**src/design/disparity_hsv_colorizer_core_assert.svh**
```systemverilog
// ----------------------------------------------------------------------------
// Assertion macros for the disparity HSV colorizer core
// Same-cycle and next-cycle implication checks, reset-qualified.
// ----------------------------------------------------------------------------
`ifndef DISPARITY_HSV_COLORIZER_CORE_ASSERT_SVH
`define DISPARITY_HSV_COLORIZER_CORE_ASSERT_SVH

// pre implies post in the same cycle
`define DHC_ASSERT_IMPL(label, clk, rst, pre, post, msg) \
   label: assert property (@(posedge clk) disable iff (rst) (pre) |-> (post)) \
      else $error(msg);

// pre implies post in the next cycle
`define DHC_ASSERT_NEXT(label, clk, rst, pre, post, msg) \
   label: assert property (@(posedge clk) disable iff (rst) (pre) |=> (post)) \
      else $error(msg);

`endif

```
**src/design/dhc_pkg.sv**
```systemverilog
// ----------------------------------------------------------------------------
// dhc_pkg
// Shared types, constants and the sector table of the disparity colorizer.
// ----------------------------------------------------------------------------
`default_nettype none

package dhc_pkg;

   localparam int DISP_W      = 8;
   localparam int Q8_W        = 9;
   localparam int CSR_INDEX_W = 2;
   localparam int CSR_DATA_W  = 9;
   localparam int CHAN_W      = 8;
   localparam int LANES       = 3;

   localparam int HUE_SPAN     = 240;
   localparam int SECTOR_WIDTH = 60;
   localparam int Q_ONE        = 256;
   localparam int COEF_ONE     = SECTOR_WIDTH * Q_ONE;
   localparam int DENOM        = SECTOR_WIDTH * Q_ONE * Q_ONE;
   localparam int FULL_SCALE   = 255;
   localparam int RECIP_SHIFT  = 20;
   localparam int RECIP_60     = ((1 << RECIP_SHIFT) + SECTOR_WIDTH - 1) / SECTOR_WIDTH;
   localparam int DIV_STEPS    = 8;

   localparam int QUEUE_DEPTH = 2;
   localparam int QUEUE_PTR_W = $clog2(QUEUE_DEPTH);
   localparam int QUEUE_CNT_W = $clog2(QUEUE_DEPTH + 1);

   localparam logic [CSR_INDEX_W-1:0] CSR_FIXED_MAX  = 2'd0;
   localparam logic [CSR_INDEX_W-1:0] CSR_SATURATION = 2'd1;
   localparam logic [CSR_INDEX_W-1:0] CSR_BRIGHTNESS = 2'd2;

   localparam logic [DISP_W-1:0] FIXED_MAX_RESET  = 8'd0;
   localparam logic [Q8_W-1:0]   SATURATION_RESET = 9'd256;
   localparam logic [Q8_W-1:0]   BRIGHTNESS_RESET = 9'd256;

   localparam logic [1:0] LANE_BLUE  = 2'd0;
   localparam logic [1:0] LANE_GREEN = 2'd1;
   localparam logic [1:0] LANE_RED   = 2'd2;

   localparam logic [0:0] CMD_MEASURE  = 1'b0;
   localparam logic [0:0] CMD_COLORIZE = 1'b1;

   typedef enum logic [1:0] {
      TERM_V,
      TERM_P,
      TERM_Q,
      TERM_T
   } term_type;

   typedef struct packed {
      logic              zero;
      logic [DISP_W-1:0] m;
      logic [DISP_W-1:0] d;
   } job_type;

   typedef struct packed {
      logic [Q8_W-1:0] sat;
      logic [Q8_W-1:0] bri;
   } cfg_type;

   function automatic term_type sector_term(input logic [2:0] hi, input logic [1:0] lane);
      term_type b;
      term_type g;
      term_type r;
      case (hi)
         3'd0: begin b = TERM_P; g = TERM_T; r = TERM_V; end
         3'd1: begin b = TERM_P; g = TERM_V; r = TERM_Q; end
         3'd2: begin b = TERM_T; g = TERM_V; r = TERM_P; end
         3'd3: begin b = TERM_V; g = TERM_Q; r = TERM_P; end
         3'd4: begin b = TERM_V; g = TERM_P; r = TERM_T; end
         default: begin b = TERM_Q; g = TERM_P; r = TERM_V; end
      endcase
      case (lane)
         LANE_BLUE:  sector_term = b;
         LANE_GREEN: sector_term = g;
         default:    sector_term = r;
      endcase
   endfunction

endpackage

`default_nettype wire

```
**src/design/disparity_hsv_colorizer_core.sv**
```systemverilog
// ----------------------------------------------------------------------------
// disparity_hsv_colorizer_core
// Maps 8-bit disparity pixels to false-color BGR pixels through HSV.
// ----------------------------------------------------------------------------
// Measure items (tuser bit 0 low) are taken one per cycle unless the queue is
// full, and update the frame maximum; they produce no result. A colorize item
// occupies the back end through queue pop, an 8-step restoring hue divider,
// sector decode, four registered multiply stages and the result register; a
// zero effective maximum gives black via the result register. The two-entry
// queue lets the front keep taking items while the back works, and ready drops
// only when it is full. Configuration writes are always taken (csr_ready high).
// ----------------------------------------------------------------------------
`default_nettype none

module disparity_hsv_colorizer_core (
   input  wire logic                                 clock,
   input  wire logic                                 reset,
   input  wire logic                                 req_tvalid,
   output logic                                      req_tready,
   input  wire logic [dhc_pkg::DISP_W-1:0]           req_tdata,  // disparity
   input  wire logic [1:0]                           req_tuser,  // command, frame_start
   output logic                                      rsp_tvalid,
   input  wire logic                                 rsp_tready,
   output logic [dhc_pkg::LANES*dhc_pkg::CHAN_W-1:0] rsp_tdata,  // blue, green, red
   input  wire logic                                 csr_valid,
   output logic                                      csr_ready,
   input  wire logic [dhc_pkg::CSR_INDEX_W-1:0]      csr_index,
   input  wire logic [dhc_pkg::CSR_DATA_W-1:0]       csr_data
);

   logic [dhc_pkg::DISP_W-1:0] fixed_max_ff;
   logic [dhc_pkg::Q8_W-1:0]   sat_ff;
   logic [dhc_pkg::Q8_W-1:0]   bri_ff;
   dhc_pkg::cfg_type           cfg;
   logic                       push;
   dhc_pkg::job_type           push_job;
   logic                       queue_full;
   logic                       pop;
   logic                       head_valid;
   dhc_pkg::job_type           head_job;

   assign csr_ready = 1'b1;
   assign cfg.sat   = sat_ff;
   assign cfg.bri   = bri_ff;

   always_ff @(posedge clock) begin
      if (reset) begin
         fixed_max_ff <= dhc_pkg::FIXED_MAX_RESET;
         sat_ff       <= dhc_pkg::SATURATION_RESET;
         bri_ff       <= dhc_pkg::BRIGHTNESS_RESET;
      end else if (csr_valid && csr_ready) begin
         case (csr_index)
            dhc_pkg::CSR_FIXED_MAX:  fixed_max_ff <= csr_data[dhc_pkg::DISP_W-1:0];
            dhc_pkg::CSR_SATURATION: sat_ff       <= csr_data;
            dhc_pkg::CSR_BRIGHTNESS: bri_ff       <= csr_data;
            default: ;
         endcase
      end
   end

   dhc_front u_front (
      .clock      (clock),
      .reset      (reset),
      .req_tvalid (req_tvalid),
      .req_tready (req_tready),
      .req_tdata  (req_tdata),
      .req_tuser  (req_tuser),
      .fixed_max  (fixed_max_ff),
      .queue_full (queue_full),
      .push       (push),
      .push_job   (push_job)
   );

   dhc_queue u_queue (
      .clock      (clock),
      .reset      (reset),
      .push       (push),
      .push_job   (push_job),
      .pop        (pop),
      .full       (queue_full),
      .head_valid (head_valid),
      .head_job   (head_job)
   );

   dhc_back u_back (
      .clock      (clock),
      .reset      (reset),
      .head_valid (head_valid),
      .head_job   (head_job),
      .pop        (pop),
      .cfg        (cfg),
      .rsp_tvalid (rsp_tvalid),
      .rsp_tready (rsp_tready),
      .rsp_tdata  (rsp_tdata)
   );

endmodule

`default_nettype wire

```
**src/design/dhc_front.sv**
```systemverilog
// ----------------------------------------------------------------------------
// dhc_front
// Accepts pixels, folds measure items into the frame maximum and queues
// colorize items with their effective maximum and clamped disparity.
// ----------------------------------------------------------------------------
`default_nettype none

module dhc_front (
   input  wire logic                          clock,
   input  wire logic                          reset,
   input  wire logic                          req_tvalid,
   output logic                               req_tready,
   input  wire logic [dhc_pkg::DISP_W-1:0]    req_tdata,   // disparity
   input  wire logic [1:0]                    req_tuser,   // command, frame_start
   input  wire logic [dhc_pkg::DISP_W-1:0]    fixed_max,
   input  wire logic                          queue_full,
   output logic                               push,
   output dhc_pkg::job_type                   push_job
);

   logic                       accept;
   logic [dhc_pkg::DISP_W-1:0] max_ff;
   logic [dhc_pkg::DISP_W-1:0] max_in;
   logic [dhc_pkg::DISP_W-1:0] base;
   logic [dhc_pkg::DISP_W-1:0] m;

   assign req_tready = !queue_full;
   assign accept     = req_tvalid && req_tready;

   always_comb begin
      base   = req_tuser[1] ? '0 : max_ff;
      max_in = max_ff;
      if (accept && (req_tuser[0] == dhc_pkg::CMD_MEASURE)) begin
         max_in = (req_tdata > base) ? req_tdata : base;
      end
   end

   always_ff @(posedge clock) begin
      if (reset) begin
         max_ff <= '0;
      end else begin
         max_ff <= max_in;
      end
   end

   always_comb begin
      m             = (fixed_max != '0) ? fixed_max : max_ff;
      push          = accept && (req_tuser[0] == dhc_pkg::CMD_COLORIZE);
      push_job.zero = (m == '0);
      push_job.m    = m;
      push_job.d    = (req_tdata > m) ? m : req_tdata;
   end

endmodule

`default_nettype wire

```
**src/design/dhc_queue.sv**
```systemverilog
// ----------------------------------------------------------------------------
// dhc_queue
// Two-entry job queue between the front and the back.
// ----------------------------------------------------------------------------
`default_nettype none

module dhc_queue (
   input  wire logic             clock,
   input  wire logic             reset,
   input  wire logic             push,
   input  wire dhc_pkg::job_type push_job,
   input  wire logic             pop,
   output logic                  full,
   output logic                  head_valid,
   output dhc_pkg::job_type      head_job
);

   dhc_pkg::job_type                 mem_ff [dhc_pkg::QUEUE_DEPTH];
   logic [dhc_pkg::QUEUE_PTR_W-1:0]  wr_ptr_ff;
   logic [dhc_pkg::QUEUE_PTR_W-1:0]  wr_ptr_in;
   logic [dhc_pkg::QUEUE_PTR_W-1:0]  rd_ptr_ff;
   logic [dhc_pkg::QUEUE_PTR_W-1:0]  rd_ptr_in;
   logic [dhc_pkg::QUEUE_CNT_W-1:0]  count_ff;
   logic [dhc_pkg::QUEUE_CNT_W-1:0]  count_in;
   logic                             do_pop;

   assign full       = (count_ff == dhc_pkg::QUEUE_CNT_W'(dhc_pkg::QUEUE_DEPTH));
   assign head_valid = (count_ff != '0);
   assign head_job   = mem_ff[rd_ptr_ff];
   assign do_pop     = pop && head_valid;

   always_comb begin
      wr_ptr_in = push ? wr_ptr_ff + 1'b1 : wr_ptr_ff;
      rd_ptr_in = do_pop ? rd_ptr_ff + 1'b1 : rd_ptr_ff;
      count_in  = count_ff;
      if (push && !do_pop) begin
         count_in = count_ff + 1'b1;
      end else if (!push && do_pop) begin
         count_in = count_ff - 1'b1;
      end
   end

   always_ff @(posedge clock) begin
      if (reset) begin
         wr_ptr_ff <= '0;
         rd_ptr_ff <= '0;
         count_ff  <= '0;
      end else begin
         wr_ptr_ff <= wr_ptr_in;
         rd_ptr_ff <= rd_ptr_in;
         count_ff  <= count_in;
      end
   end

   always_ff @(posedge clock) begin
      if (push) begin
         mem_ff[wr_ptr_ff] <= push_job;
      end
   end

endmodule

`default_nettype wire

```
**src/design/dhc_back.sv**
```systemverilog
// ----------------------------------------------------------------------------
// dhc_back
// Hue divider, sector decode and three-lane HSV-to-BGR arithmetic with the
// result register.
// ----------------------------------------------------------------------------
`default_nettype none
`include "disparity_hsv_colorizer_core_assert.svh"

module dhc_back (
   input  wire logic                              clock,
   input  wire logic                              reset,
   input  wire logic                              head_valid,
   input  wire dhc_pkg::job_type                  head_job,
   output logic                                   pop,
   input  wire dhc_pkg::cfg_type                  cfg,
   output logic                                   rsp_tvalid,
   input  wire logic                              rsp_tready,
   output logic [dhc_pkg::LANES*dhc_pkg::CHAN_W-1:0] rsp_tdata  // blue, green, red
);

   typedef enum logic [7:0] {
      ST_IDLE  = 8'b0000_0001,
      ST_DIV   = 8'b0000_0010,
      ST_SECT  = 8'b0000_0100,
      ST_COEF  = 8'b0000_1000,
      ST_PROD  = 8'b0001_0000,
      ST_SCALE = 8'b0010_0000,
      ST_FIN   = 8'b0100_0000,
      ST_OUT   = 8'b1000_0000
   } back_state_type;

   localparam int CNT_W = $clog2(dhc_pkg::DIV_STEPS);

   back_state_type              state_ff;
   back_state_type              state_in;
   dhc_pkg::job_type            job_ff;
   logic [dhc_pkg::DISP_W-1:0]  rem_ff;
   logic [dhc_pkg::DISP_W-1:0]  rem_in;
   logic [dhc_pkg::DISP_W-1:0]  quo_ff;
   logic [dhc_pkg::DISP_W-1:0]  quo_in;
   logic [CNT_W-1:0]            cnt_ff;
   logic [CNT_W-1:0]            cnt_in;
   logic [2:0]                  hi_ff;
   logic [2:0]                  hi_in;
   logic [5:0]                  r_ff;
   logic [5:0]                  r_in;
   logic signed [15:0]          coef_ff [dhc_pkg::LANES];
   logic signed [15:0]          coef_in [dhc_pkg::LANES];
   logic signed [24:0]          prod_ff [dhc_pkg::LANES];
   logic signed [24:0]          prod_in [dhc_pkg::LANES];
   logic [13:0]                 y_ff    [dhc_pkg::LANES];
   logic [13:0]                 y_in    [dhc_pkg::LANES];
   logic [dhc_pkg::CHAN_W-1:0]  chan_ff [dhc_pkg::LANES];
   logic [dhc_pkg::CHAN_W-1:0]  chan_in [dhc_pkg::LANES];
   logic                        rsp_valid_ff;
   logic                        rsp_valid_in;
   logic [dhc_pkg::LANES*dhc_pkg::CHAN_W-1:0] rsp_data_ff;
   logic                        out_free;
   logic [dhc_pkg::DISP_W-1:0]  diff;
   logic [15:0]                 num;
   logic [dhc_pkg::DISP_W:0]    trial;
   logic                        qbit;

   assign out_free   = !rsp_valid_ff || rsp_tready;
   assign pop        = (state_ff == ST_IDLE) && head_valid;
   assign rsp_tvalid = rsp_valid_ff;
   assign rsp_tdata  = rsp_data_ff;

   // hue numerator and one restoring divide step
   always_comb begin
      diff  = head_job.m - head_job.d;
      num   = 16'(diff) * 16'(dhc_pkg::HUE_SPAN);
      trial = {rem_ff, quo_ff[dhc_pkg::DISP_W-1]};
      qbit  = (trial >= {1'b0, job_ff.m});
   end

   always_comb begin
      state_in = state_ff;
      cnt_in   = cnt_ff;
      case (state_ff)
         ST_IDLE: begin
            if (head_valid) begin
               state_in = head_job.zero ? ST_OUT : ST_DIV;
               cnt_in   = CNT_W'(dhc_pkg::DIV_STEPS - 1);
            end
         end
         ST_DIV: begin
            cnt_in = cnt_ff - 1'b1;
            if (cnt_ff == '0) begin
               state_in = ST_SECT;
            end
         end
         ST_SECT:  state_in = ST_COEF;
         ST_COEF:  state_in = ST_PROD;
         ST_PROD:  state_in = ST_SCALE;
         ST_SCALE: state_in = ST_FIN;
         ST_FIN:   state_in = ST_OUT;
         ST_OUT: begin
            if (out_free) begin
               state_in = ST_IDLE;
            end
         end
         default: state_in = ST_IDLE;
      endcase
   end

   always_comb begin
      rem_in = rem_ff;
      quo_in = quo_ff;
      if (state_ff == ST_IDLE) begin
         rem_in = num[15:8];
         quo_in = num[7:0];
      end else if (state_ff == ST_DIV) begin
         rem_in = qbit ? dhc_pkg::DISP_W'(trial - {1'b0, job_ff.m})
                       : trial[dhc_pkg::DISP_W-1:0];
         quo_in = {quo_ff[dhc_pkg::DISP_W-2:0], qbit};
      end
   end

   always_comb begin
      if (quo_ff >= 8'd240) begin
         hi_in = 3'd4;
         r_in  = 6'(quo_ff - 8'd240);
      end else if (quo_ff >= 8'd180) begin
         hi_in = 3'd3;
         r_in  = 6'(quo_ff - 8'd180);
      end else if (quo_ff >= 8'd120) begin
         hi_in = 3'd2;
         r_in  = 6'(quo_ff - 8'd120);
      end else if (quo_ff >= 8'd60) begin
         hi_in = 3'd1;
         r_in  = 6'(quo_ff - 8'd60);
      end else begin
         hi_in = 3'd0;
         r_in  = quo_ff[5:0];
      end
   end

   always_comb begin
      logic [5:0]         k;
      logic [14:0]        ks;
      logic signed [25:0] p;
      logic [21:0]        cl;
      logic [29:0]        sc;
      logic [28:0]        f;
      for (int i = 0; i < dhc_pkg::LANES; i++) begin
         case (dhc_pkg::sector_term(hi_ff, 2'(i)))
            dhc_pkg::TERM_V: k = 6'd0;
            dhc_pkg::TERM_P: k = 6'(dhc_pkg::SECTOR_WIDTH);
            dhc_pkg::TERM_Q: k = r_ff;
            default:         k = 6'(dhc_pkg::SECTOR_WIDTH) - r_ff;
         endcase
         ks         = 15'(k) * 15'(cfg.sat);
         coef_in[i] = $signed(16'(dhc_pkg::COEF_ONE) - 16'(ks));

         p          = $signed({1'b0, cfg.bri}) * coef_ff[i];
         prod_in[i] = p[24:0];

         if (prod_ff[i] < 25'sd0) begin
            cl = '0;
         end else if (prod_ff[i] > $signed(25'(dhc_pkg::DENOM))) begin
            cl = 22'(dhc_pkg::DENOM);
         end else begin
            cl = prod_ff[i][21:0];
         end
         sc      = 30'(cl) * 30'(dhc_pkg::FULL_SCALE);
         y_in[i] = sc[29:16];

         f = 29'(y_ff[i]) * 29'(dhc_pkg::RECIP_60);
         if (state_ff == ST_IDLE) begin
            chan_in[i] = '0;
         end else if (state_ff == ST_FIN) begin
            chan_in[i] = f[dhc_pkg::RECIP_SHIFT+dhc_pkg::CHAN_W-1:dhc_pkg::RECIP_SHIFT];
         end else begin
            chan_in[i] = chan_ff[i];
         end
      end
   end

   always_comb begin
      rsp_valid_in = rsp_valid_ff;
      if ((state_ff == ST_OUT) && out_free) begin
         rsp_valid_in = 1'b1;
      end else if (rsp_tready) begin
         rsp_valid_in = 1'b0;
      end
   end

   always_ff @(posedge clock) begin
      if (reset) begin
         state_ff     <= ST_IDLE;
         cnt_ff       <= '0;
         rsp_valid_ff <= 1'b0;
      end else begin
         state_ff     <= state_in;
         cnt_ff       <= cnt_in;
         rsp_valid_ff <= rsp_valid_in;
      end
   end

   always_ff @(posedge clock) begin
      if (pop) begin
         job_ff <= head_job;
      end
      rem_ff <= rem_in;
      quo_ff <= quo_in;
      if (state_ff == ST_SECT) begin
         hi_ff <= hi_in;
         r_ff  <= r_in;
      end
      for (int i = 0; i < dhc_pkg::LANES; i++) begin
         if (state_ff == ST_COEF) begin
            coef_ff[i] <= coef_in[i];
         end
         if (state_ff == ST_PROD) begin
            prod_ff[i] <= prod_in[i];
         end
         if (state_ff == ST_SCALE) begin
            y_ff[i] <= y_in[i];
         end
         chan_ff[i] <= chan_in[i];
      end
      if ((state_ff == ST_OUT) && out_free) begin
         rsp_data_ff <= {chan_ff[2], chan_ff[1], chan_ff[0]};
      end
   end

   `DHC_ASSERT_IMPL(a_div_nonzero, clock, reset, state_ff == ST_DIV, job_ff.m != '0, "divide by zero maximum")
   `DHC_ASSERT_IMPL(a_rem_bound, clock, reset, state_ff == ST_DIV, rem_ff < job_ff.m, "remainder not below divisor")
   `DHC_ASSERT_NEXT(a_out_load, clock, reset, (state_ff == ST_OUT) && out_free, rsp_valid_ff && (state_ff == ST_IDLE), "result not loaded")

endmodule

`default_nettype wire

```
**config.mk**
```make
export PLATFORM = sky130hd
export DESIGN_NAME = disparity_hsv_colorizer_core
export DESIGN_NICKNAME = d
export VERILOG_FILES = /design/src/design/dhc_pkg.sv /design/src/design/disparity_hsv_colorizer_core.sv /design/src/design/dhc_front.sv /design/src/design/dhc_queue.sv /design/src/design/dhc_back.sv
export VERILOG_INCLUDE_DIRS = /design/src /design/src/design
export SDC_FILE = /design/constraint.sdc
export NUM_CORES = 2
export LEC_CHECK = 0
export BUFFER_PORTS_ARGS = -buffer_cell sky130_fd_sc_hd__buf_4
export CAP_MARGIN = 10
export CORE_MARGIN = 2
export CORE_UTILIZATION = 60
export CTS_BUF_LIST = sky130_fd_sc_hd__clkbuf_8
export CTS_CLUSTER_SIZE = 40
export DETAILED_ROUTE_END_ITERATION = 16
export GPL_TIMING_DRIVEN = 0
export PLACE_DENSITY = 0.81
export RECOVER_POWER = 50
export SLEW_MARGIN = 40
export SYNTH_ARGS = -nofsm -noshare
export SYNTH_HDL_FRONTEND = slang
export SYNTH_SLANG_ARGS = --single-unit
```
**constraint.sdc**
```tcl
create_clock -name clock -period 15.3 [get_ports clock]
set_input_delay 2.295 -clock clock [delete_from_list [all_inputs] [get_ports clock]]
set_output_delay 2.295 -clock clock [all_outputs]
set_load 0.03 [all_outputs]
```
-- Word level (Yosys, flattened, before mapping)
Memory sizes are Yosys's and may differ from the RTL's. A register that Yosys moved wholly into a read port is not among the register bits.
Cells that the tools add are included.
- muxes and demuxes: 55
- equal/unequal tests: 24
- add/subtract/negate cells: 15
- reductions and logical operators: 34
- multipliers: 13
- bitwise logic cells: 1
- order comparisons: 13
- operator list (operator ; number):
    8-bit two-way mux ; 19
    22-bit two-way mux ; 6
    22-bit by 8-bit multiplier with 30-bit output (second input constant) ; 3
    14-bit by 15-bit multiplier with 28-bit output (second input constant) ; 3
    25-bit by 23-bit > comparator with 1-bit output (second input constant) ; 3
    25-bit by 1-bit less-than comparator with 1-bit output (second input constant) ; 3
    10-bit by 16-bit multiplier with 25-bit output ; 3
    8-bit one-hot mux with 8 select lines ; 1
    6-bit one-hot mux with 3 select lines ; 3
    14-bit by 15-bit subtractor with 16-bit output (first input constant) ; 3
    6-bit by 9-bit multiplier with 15-bit output ; 3
    6-bit two-way mux ; 4
    6-bit subtractor (second input constant) ; 4
    2-bit one-hot mux with 3 select lines ; 3
    8-bit greater-or-equal comparator (second input constant) ; 2
    8-bit > comparator ; 2
    8-bit subtractor ; 2
    1-bit two-way mux ; 13
    8-bit by 4-bit multiplier with 12-bit output (second input constant) ; 1
    2-bit == test (second input constant) ; 5
    9-bit by 8-bit greater-or-equal comparator with 1-bit output ; 1
    3-bit two-way mux ; 3
    2-bit by 1-bit == test with 1-bit output (second input constant) ; 4
    8-bit by 1-bit == test with 1-bit output (second input constant) ; 1
    other kinds (32) ; 60
- input port bits: 26
- memory bits (writable): 223
- memories: 5
- flip-flop bits (word level): 107
- memories (memory ; depth ; bits a word ; read ports ; clocked after memory_dff ; write ports ; RTL line ; text):
    u_back.prod_ff ; 3 ; 25 ; 3 ; 0 ; 3 ; dhc_back.sv:49 ; logic signed [24:0] prod_ff [dhc_pkg::LANES];
    u_back.coef_ff ; 3 ; 16 ; 3 ; 0 ; 3 ; dhc_back.sv:47 ; logic signed [15:0] coef_ff [dhc_pkg::LANES];
    u_back.y_ff ; 3 ; 14 ; 3 ; 0 ; 3 ; dhc_back.sv:51 ; logic [13:0] y_ff [dhc_pkg::LANES];
    u_queue.mem_ff ; 2 ; 17 ; 1 ; 1 ; 1 ; dhc_queue.sv:18 ; dhc_pkg::job_type mem_ff [dhc_pkg::QUEUE_DEPTH];
    u_back.chan_ff ; 3 ; 8 ; 3 ; 0 ; 3 ; dhc_back.sv:53 ; logic [dhc_pkg::CHAN_W-1:0] chan_ff [dhc_pkg::LANES];

-- Longest topological paths before layout
- word-level depth: 8
- mapped depth: 27
- mapped depth without buffers: 26

-- Cells and area by module
From an unflattened synthesis, not the netlist that was laid out.
- cell total of the unflattened synthesis: 5022
- area total of the unflattened synthesis: 50945.1 um^2
- modules (own cells, without submodules) (module ; area an instance (um^2) ; instances ; sequential area each (um^2) ; cells an instance):
    dhc_back ; 47555.6 ; 1 ; 7347.0 ; 4746
    dhc_queue ; 1436.4 ; 1 ; 1121.1 ; 75
    disparity_hsv_colorizer_core ; 1062.3 ; 1 ; 520.5 ; 98
    dhc_front ; 890.9 ; 1 ; 160.2 ; 103

-- Least setup slack after synthesis
Ideal clock, no wire load.
- kind: flip-flop to flip-flop
- start point: mem u_back.prod_ff[1][2] (netlist: u_back.prod_ff[0][27])
- end point: mem u_back.y_ff[1][10] (netlist: u_back.y_ff[0][24]) (data pin)
- buffers on the path: 1
- required time: 15.042 ns
- arrival: 5.849 ns
- slack: 9.194 ns
- setup time: 0.258 ns
- clock period less this slack: 6.106 ns
- cell stages (with the launch flop): 24
- path through: edfxtp_1 > or4_1 > nor4_1 > nor2_1 > nor3_4 > clkbuf_1 > nand2_1 > inv_1 > fa_1 > fa_1 > fa_1 > inv_1 > fa_1 > inv_1 > ha_1 > a21o_1 > a21o_1 > a211o_1 > a21oi_1 > o21ba_2 > a21oi_1 > a21o_1 > a21oi_1 > xnor2_1
- RTL lines (element ; RTL line):
    from (decl) ; dhc_back.sv:49
    to (decl) ; dhc_back.sv:51

==> metrics.csv <==
stage;metric;value;unit
outcome;outcome;finished, violations left;
outcome;violations;capacitance limit, slew limit;
route;vias_per_cell;5.49;
sta;setup_tns;0;ns
route;dr_total_vias;34845;
die;std_cell_rows;106;
sta;worst_pin_slew;2.98;ns
setup_path;cp_slowest_cell;fa_1;
die;die_x;295;um
sta;rsz0062_at_grt;no;
sta;timing.final.crit_period;6.97;ns
clock_tree;cts_resized;0;
pwr;power_leakage;27.1;nW
yosys;synth.distinct_cells;77;
global_route;grt_max_degree;57;
clock_tree;tritoncts;yes;
yosys;ys_ff_latch;331;
pwr;clkPwrFrac;20.2;%
yosys;avgSynthCellArea;10.1;sq um
route;wl;107;mm
setup_path;arrival;7.48;ns
clock_tree;cts_sinks;331;
layout;layout.nets;6724;
setup_path;worstSetupPathType;flop to flop;
global_route;grt_usage;25.7;%
clock_tree;cts_buffers;59;
yosys;synth_ff_type;edfxtp_1;
clock_tree;clk_pin_slew;0.07;ns
route;drc;0;
die;coreArea;0.0838;sq mm
route;firstDrtPassIters;5;
placed_design;pre_cts_slack;8.29;ns
pwr;swShare;39.5;%
placed_design;place.gp.congestion;0.900;
yosys;synth_area_leader_cell;fa_1;
setup_path;crit_path_max_incr_delay;0.55;ns
yosys;yosysSeqAreaShare;18.0;%
pwr;power_density;88.9;mW/mm^2
yosys;synth.area.top_cells;fa_1 31%, ha_1 18%, edfxtp_1 15%;
flow_run;cap_violations;3;
placed_design;dpl.hpwl;89.9;mm
pwr;peakVddDrop;0.000306;V
die;fp.dieH;295;um
sta;drv_slew;114;
placed_design;portBuffers;50;
sta;final.setup_skew;0.0499;ns
sta;fin_crit_sh;45.5;%
setup_path;worstPathRequired;15.81;ns
setup_path;startpoint_type;flop;
route;drtIter0Drc;1836;
setup_path;cpMostUsedCell;fa_1;
clock_tree;clkLatencyLatePin;0.72;ns
yosys;synth_top_area_share;31.3;%
clock_tree;cts_setup_buffers;0;
yosys;syn_inst;5038;
global_route;overflow;0;
global_route;grt_pass1_wl;181;mm
setup_path;end_kind;flop;
die;initial_core_util;60.7;%
layout;layout-drive-gt1-share;3.93;%
clock_tree;hold_buffers;0;
pwr;total_power;4.81;mW
yosys;async_flop_share;0;%
clock_tree;clockBufferDepth;3;
sta;max_freq;0.144;GHz
route;antenna_left;0;
pwr;pwr-share-comb;55.2;%
global_route;antenna_found_initial;1;
layout;area_growth;6.41;%
placed_design;postPlaceCellArea;0.0529;sq mm
clock_tree;cts_root_buf;clkbuf_8;
setup_path;worstPathCellList;nor4_1 -> nand3_1 -> nor4_1 -> nor2_1 -> nor3_4 -> buf_2 -> nand2_1 -> inv_1 -> ha_1 -> a21o_1 -> inv_2 -> fa_1 -> inv_1 -> fa_1 -> fa_1 -> ha_1 -> a211oi_1 -> o211ai_1 -> a221o_1 -> o21ai_2 -> o21bai_1 -> a221o_1 -> a21oi_2 -> xnor2_1;
die;die-area;0.0872;sq mm
global_route;grt_pass1_vias;37589;
worst_hold_path;hold_path_class;flop to flop;
pwr;internal-power;2.91;mW
pwr;seqPwrFrac;24.7;%
sta;finalHoldViolations;0;
pwr;p_sw;1.90;mW
yosys;synth_edf_count;252;
clock_tree;cts.htree.levels;2;
setup_path;path_max_fanout;10;
yosys;synth.net_count;6600;
die;ioPinCount;53;
yosys;syn_area;0.0509;sq mm
route;wl_per_cell;16.8;um
layout;stdcell_area;0.0542;sq mm
yosys;yosysWarnings;0;
sta;finalSetupViolCount;0;
sta;slew_headroom;-98.4;%
sta;whs;0.420;ns
sta;final.setup.worst_slack;8.33;ns
[per-stage QoR]
stage,util (%),std cells
floorplan,-,5038
global placement,62.9,6222
detailed placement,63.1,6234
CTS,64.8,6346
global route,64.6,6349
finish,64.6,6349
[layout by cell type (no fill, tap or decap), types with 95 or more instances in the layout]
cell      count
nand2_1     371
inv_1      1004
o21ai_0     108
clkbuf_1     95
and2_1      383
a21oi_1     171
nor2_1      193
edfxtp_1    252
fa_1        795
xnor2_1     172
ha_1        741
[sequential cells by signal (all words and copies together), names as in the netlist, 9 cells and up, named ones only]
name,cells
u_back.y_ff,42
bri_ff,9
u_queue.mem_ff,34
u_back.rsp_tdata,24
u_back.chan_ff,24
u_back.prod_ff,75
sat_ff,9
u_back.coef_ff,48
[area by class of cell]
class                      instances  area, sq um
tap                             1134         1420
fill                            6462        29600
antenna                            2         5.00
multi-input combinational       3603        37600
clock inverter                    48          504
timing repair buffer              63          455
buffer                           103          405
clock buffer                      64          881
inverter                        1001         3760
sequential                       331         9150
[cell families (layout without fill, tap and decap cells)]
logic type                 after synthesis  in the layout  synth area share, %
AOI/OAI and AO/OA                      553            553                 7.05
and+or+nand+nor                       1232           1232                 12.3
muxes                                   56             56                 1.13
xor gates and xnor gates               225            225                 3.87
other                                    1              3              0.00737
DFF                                    331            331                 18.0
buffers and inverters                 1104           1279                 8.17
adders and majority gates             1536           1536                 49.5
[layer usage]
| metal | track usage [%] | share of wire, % | vias up |
|---|---|---|---|
| met5 | 0 | 0 | - |
| met4 | 9.64 | 3.9 | 0 |
| met3 | 3.32 | 5.1 | 251 |
| met2 | 45.1 | 50 | 879 |
| met1 | 32.5 | 41 | 17243 |
| li1 | - | - | 16472 |
[cells in the mapped netlist, types with 50 or more instances]
library cell,number
inv_1,993
o21ai_0,107
edfxtp_1,252
nand3_1,50
xor2_1,53
dfxtp_1,79
clkbuf_1,87
nor2_1,195
a21o_1,74
xnor2_1,172
and2_1,394
nand2_1,371
a21oi_1,171
fa_1,795
ha_1,741
[final timing paths]
| kind | slack [ns] | start | cells past startpoint | endpoint |
|---|---|---|---|---|
| setup reg to reg | 8.33 | u_back.prod_ff[0][12] | 24 | u_back.y_ff[0][13] |
| hold reg to reg | 0.42 | u_back.chan_ff[0][20] | 0 | u_back.rsp_tdata[20] |
| hold / removal | 0.42 | u_back.chan_ff[0][20] | 0 | u_back.rsp_tdata[20] |
| setup / recovery | 8.33 | u_back.prod_ff[0][12] | 24 | u_back.y_ff[0][13] |
[critical path, delay by kind of cell (launching register included)]
family	cells	cell delay (ns)
simple gates	6	1.58
buf+inv	4	0.59
compound gates	8	2.02
fa+ha+maj	5	1.97
flops	1	0.40
xor+xnor	1	0.20
[power groups by stage]
| stage | clock network (mW) | logic, mW | registers [mW] |
|---|---|---|---|
| 4_1_cts | 0.994 | 2.67 | 1.19 |
| 6_report | 0.970 | 2.66 | 1.19 |
| 3_3_place_gp | 0 | 2.49 | 1.20 |
| 2_1_floorplan | 0 | 2.13 | 1.20 |
| 5_1_grt | 1.03 | 3.03 | 1.19 |
| 3_5_place_dp | 0 | 2.60 | 1.21 |
Note: power is estimated with default switching activity, not from simulation.
